## src/hw/rtl/chp8_ram.sv

```systemverilog
// Simple dual-port synchronous RAM, registered read
module chp8_ram #(
  parameter int WIDTH = 8,
  parameter int AW    = 8
) (
  input  logic             clk,
  input  logic             we,
  input  logic [AW-1:0]    waddr,
  input  logic [WIDTH-1:0] wdata,
  input  logic [AW-1:0]    raddr,
  output logic [WIDTH-1:0] rdata
);

  logic [WIDTH-1:0] mem [0:(1<<AW)-1];

  always_ff @(posedge clk) begin
    if (we) mem[waddr] <= wdata;
    rdata <= mem[raddr];
  end

endmodule

```

## config.mk

```make
export PLATFORM = sky130hd
export DESIGN_NAME = chp8_ram
export DESIGN_NICKNAME = d
export VERILOG_FILES = /design/src/hw/rtl/chp8_ram.sv
export SDC_FILE = /design/constraint.sdc
export NUM_CORES = 2
export LEC_CHECK = 0
export ABC_CLOCK_PERIOD_IN_PS = 3400
export BUFFER_PORTS_ARGS = -buffer_cell sky130_fd_sc_hd__buf_2
export CORE_AREA = 3 3 366 368
export CTS_CLUSTER_DIAMETER = 50
export DETAILED_ROUTE_END_ITERATION = 10
export DIE_AREA = 0 0 369 371
export MAX_ROUTING_LAYER = met4
export PLACE_DENSITY = 0.77
export REMOVE_ABC_BUFFERS = 1
export SYNTH_ARGS = -nofsm -noshare
export SYNTH_HDL_FRONTEND = slang
export SYNTH_SLANG_ARGS = --single-unit
```

## constraint.sdc

```tcl
create_clock -name clk -period 3.4 [get_ports clk]
set_input_delay 0.17 -clock clk [delete_from_list [all_inputs] [get_ports clk]]
set_output_delay 0.17 -clock clk [all_outputs]
set_load 0.05 [all_outputs]
```

==> impl_metrics.json <==
{
  "clk-insertion-delay-late_ns": 0.81,
  "synth.top_cell.area_share_pct": 77.3,
  "dr.pass1.iters": 6,
  "drc": 0,
  "antenna_found_initial": 16,
  "finClkSkew_ns": 0.0329,
  "crit_chain": "mux4_2 > a22o_1 > a221oi_1 > o32ai_1 > nor3_1 > buf_4 > nor4_1",
  "fin_crit_ns": 2.98,
  "syn_to_final_growth_pct": 11.9,
  "setup_slack_ns": 0.424,
  "clock_power_share_pct": 40.3,
  "r2r_cells": 7,
  "htree_levels": 4,
  "p_seq_share_pct": 54.5,
  "irDropWorstVdd_mv": 0.390,
  "rsz0062_at_grt": "false",
  "core_um2": 131000,
  "place_inst": 5530,
  "numCtsBuffers": 191,
  "finalSetupViolations": 0,
  "endpoint_kind": "flop",
  "ys.warnings.count": 0,
  "seq_area_um2": 61700,
  "hold_buffers": 3,
  "dp_hpwl_mm": 121,
  "clockBufferDepth": 3,
  "nFillCells": 7796,
  "drive_above_1_share_pct": 24.3,
  "pwr-share-comb_pct": 5.2,
  "max_stage_delay_ns": 1.01,
  "finalNetCount": 3997,
  "cpMaxStageDelayCell": "a221oi_1",
  "die_width_um": 369,
  "r2r_slack_ns": 0.42,
  "fp-row-count": 133,
  "dieArea_um2": 137000,
  "status": "completed",
  "slew_headroom_pct": 12.2,
  "post_cts_resized": 0,
  "clock_tree.root_cell": "clkbuf_16",
  "top_usage_layer": "met2",
  "grt_use_met3_pct": 7.02,
  "crit_arrival_ns": 3.62,
  "grt_use_total_pct": 30.4,
  "num_vias": 40800,
  "ios": 34,
  "report.final.slew_viol_count": 0,
  "netlist_instances": 3733,
  "p_leak_nw": 27.7,
  "setup_tns_ns": 0,
  "crit_path_start_kind": "flop",
  "instances_no_fill": 5894,
  "hold_class": "input pin to flop",
  "cp_max_fo": 1,
  "internal_power_w": 0.0406,
  "cts_tree": "built",
  "die_h_um": 371,
  "fin_crit_sh_pct": 87.5,
  "grt_overflow": 0,
  "cap_viol_max_count": 0,
  "post-cts-setup-buffers": 0,
  "rr_endpoint": "rdata[3]",
  "fin_area_um2": 89000,
  "seq_area_frac_synth_pct": 77.5,
  "grt_max_degree": 145,
  "synth_ff_type": "edfxtp_1",
  "via_per_inst": 6.92,
  "grt_use_met1_pct": 41.0,
  "port_buffers": 33,
  "hp-start": "wdata[6]",
  "path_class": "flop to flop",
  "hold_ws_ns": 0.0284,
  "pre_cts_ws_ns": -0.185,
  "drt_iter0_drc": 6506,
  "wl_per_cell_um": 33.7,
  "grt_pass1_vias": 40800,
  "synth_largest_area_cell": "edfxtp_1",
  "synth_area_leaders": "edfxtp_1 77%, mux4_2 13%, mux2i_1 1.7%, nor2_1 1.3%, a22oi_1 1.3%",
  "gp_congestion": 0.944,
  "reg2reg_from": "mem[83][3]",
  "min_to": "mem[60][6]",
  "crit_required_ns": 4.04,
  "switching_share_pct": 20.9,
  "cts_sinks": 2056,
  "multi_input_area_um2": 16500,
  "synth-seq-cells": 2056,
  "clk_pin_slew_ns": 0.06,
  "synth_area_per_cell_um2": 21.3,
  "synth_edf_count": 2048,
  "max_freq_mhz": 336,
  "start_util_pct": 60.7,
  "switchingPower_w": 0.0107,
  "use_met2_pct": 45.5,
  "async_reset_ff_share_pct": 0,
  "hold_viol": 0,
  "synth_cell_types": 55,
  "min_path_cells": 1,
  "postRouteAntennaNets": 0,
  "synth_area_um2": 79600,
  "tightest_slew_ns": 1.32,
  "grt_pass1_wl_mm": 289,
  "drt_wl_total_mm": 198,
  "powerDensity_nw_per_um2": 577,
  "dpl-instance-area_um2": 82900
}
## cells by family (layout without fill, tap and decap cells)
| kind of cell | Yosys count | in the layout | share of synthesized area, % |
|---|---|---|---|
| flip-flops | 2056 | 2056 | 77.5 |
| multiplexers | 591 | 591 | 14.6 |
| AND/OR/NAND/NOR | 466 | 466 | 2.63 |
| AO/OA/AOI/OAI | 385 | 385 | 3.42 |
| buffers and inverters | 235 | 626 | 1.83 |
| other | 0 | 15 | 0 |
## how the worst max path moves through the flow
stage                    start  slack [ns]       end  cells after the start
floorplan             raddr[2]        0.82  rdata[6]                      6
global placement      raddr[0]       -0.15  rdata[4]                     10
detailed placement    raddr[0]       -0.18  rdata[4]                     10
CTS                 mem[76][4]        0.51  rdata[4]                      7
global route        mem[83][5]        0.31  rdata[5]                      7
finish              mem[83][3]        0.42  rdata[3]                      7
## layer usage
metal  vias to the layer above  routed length, um
met5                         -                  0
met4                         0               9970
met3                       571              24400
met2                      3043              94600
met1                     21000              69500
li1                      16200                  -
## Yosys cell counts (5+ instances only)
cell type     n
nand2b_1      8
nor4_1       24
a22oi_1     133
o21ai_0      10
edfxtp_1   2048
a21oi_1      96
nand3_1      34
and2_1        6
o22a_1        5
clkbuf_1    111
o22ai_1      28
a221oi_1     13
nor3_1       22
nor2b_1      31
buf_4        27
o211ai_1     10
o221ai_1     46
mux4_2      454
buf_12        8
dfxtp_1       8
nand2_1      33
buf_8        13
buf_6        21
nor2_1      282
mux2i_1     134
a211oi_1     16
buf_2        31
buf_1        22
nand4_1      10
a22o_1        8
## sequential cells by signal, summed over array words and instances (netlist names)
register / cells
mem: 2048
rdata: 8
## through the flow
stage                     util, %  total power [W]
after floorplan                 -           0.0295
after global placement       63.2           0.0311
after detailed placement     63.2           0.0311
after CTS                    67.8           0.0514
after global routing         67.9           0.0525
final                        67.9           0.0514
## power groups by stage
stage	registers [W]	clock network [W]	logic [W]
3_3_place_gp	0.0285	0	0.00257
2_1_floorplan	0.0286	0	0.000981
6_report	0.0280	0.0207	0.00269
5_1_grt	0.0280	0.0218	0.00279
3_5_place_dp	0.0285	0	0.00263
4_1_cts	0.0280	0.0208	0.00266
## critical path, delay by kind of cell, from the launching register on
family                 cells  cell delay [ns]
muxes                      1             0.47
AOI/OAI and AO/OA          3             1.49
DFF                        1             0.36
and+or+nand+nor            2             0.32
buffers and inverters      1             0.18
## cell usage in the layout (no fill, tap or decap), types with 22 or more instances in the layout
cell type and instances:
edfxtp_1 2048, mux4_2 454, nor2_1 279, buf_4 202
clkbuf_16 193, mux2i_1 134, a22oi_1 133, a21oi_1 96
clkbuf_1 58, o221ai_1 46, buf_12 41, clkinv_1 36
nand3_1 34, nand2_1 33, o22ai_1 28, nor2b_1 28
nor4_1 23, clkinv_2 23, nor3_1 22, buf_2 22
## area by class of cell
type / instances / share of cell area (%)
antenna: 15 / 0.0422
multi-input combinational: 1442 / 18.5
timing repair buffer: 278 / 2.94
clock inverter: 87 / 0.936
clock buffer: 259 / 5.80
sequential: 2056 / 69.3
tap: 1755 / 2.47
inverter: 2 / 0.00844
(Power assumes the default switching activity.)
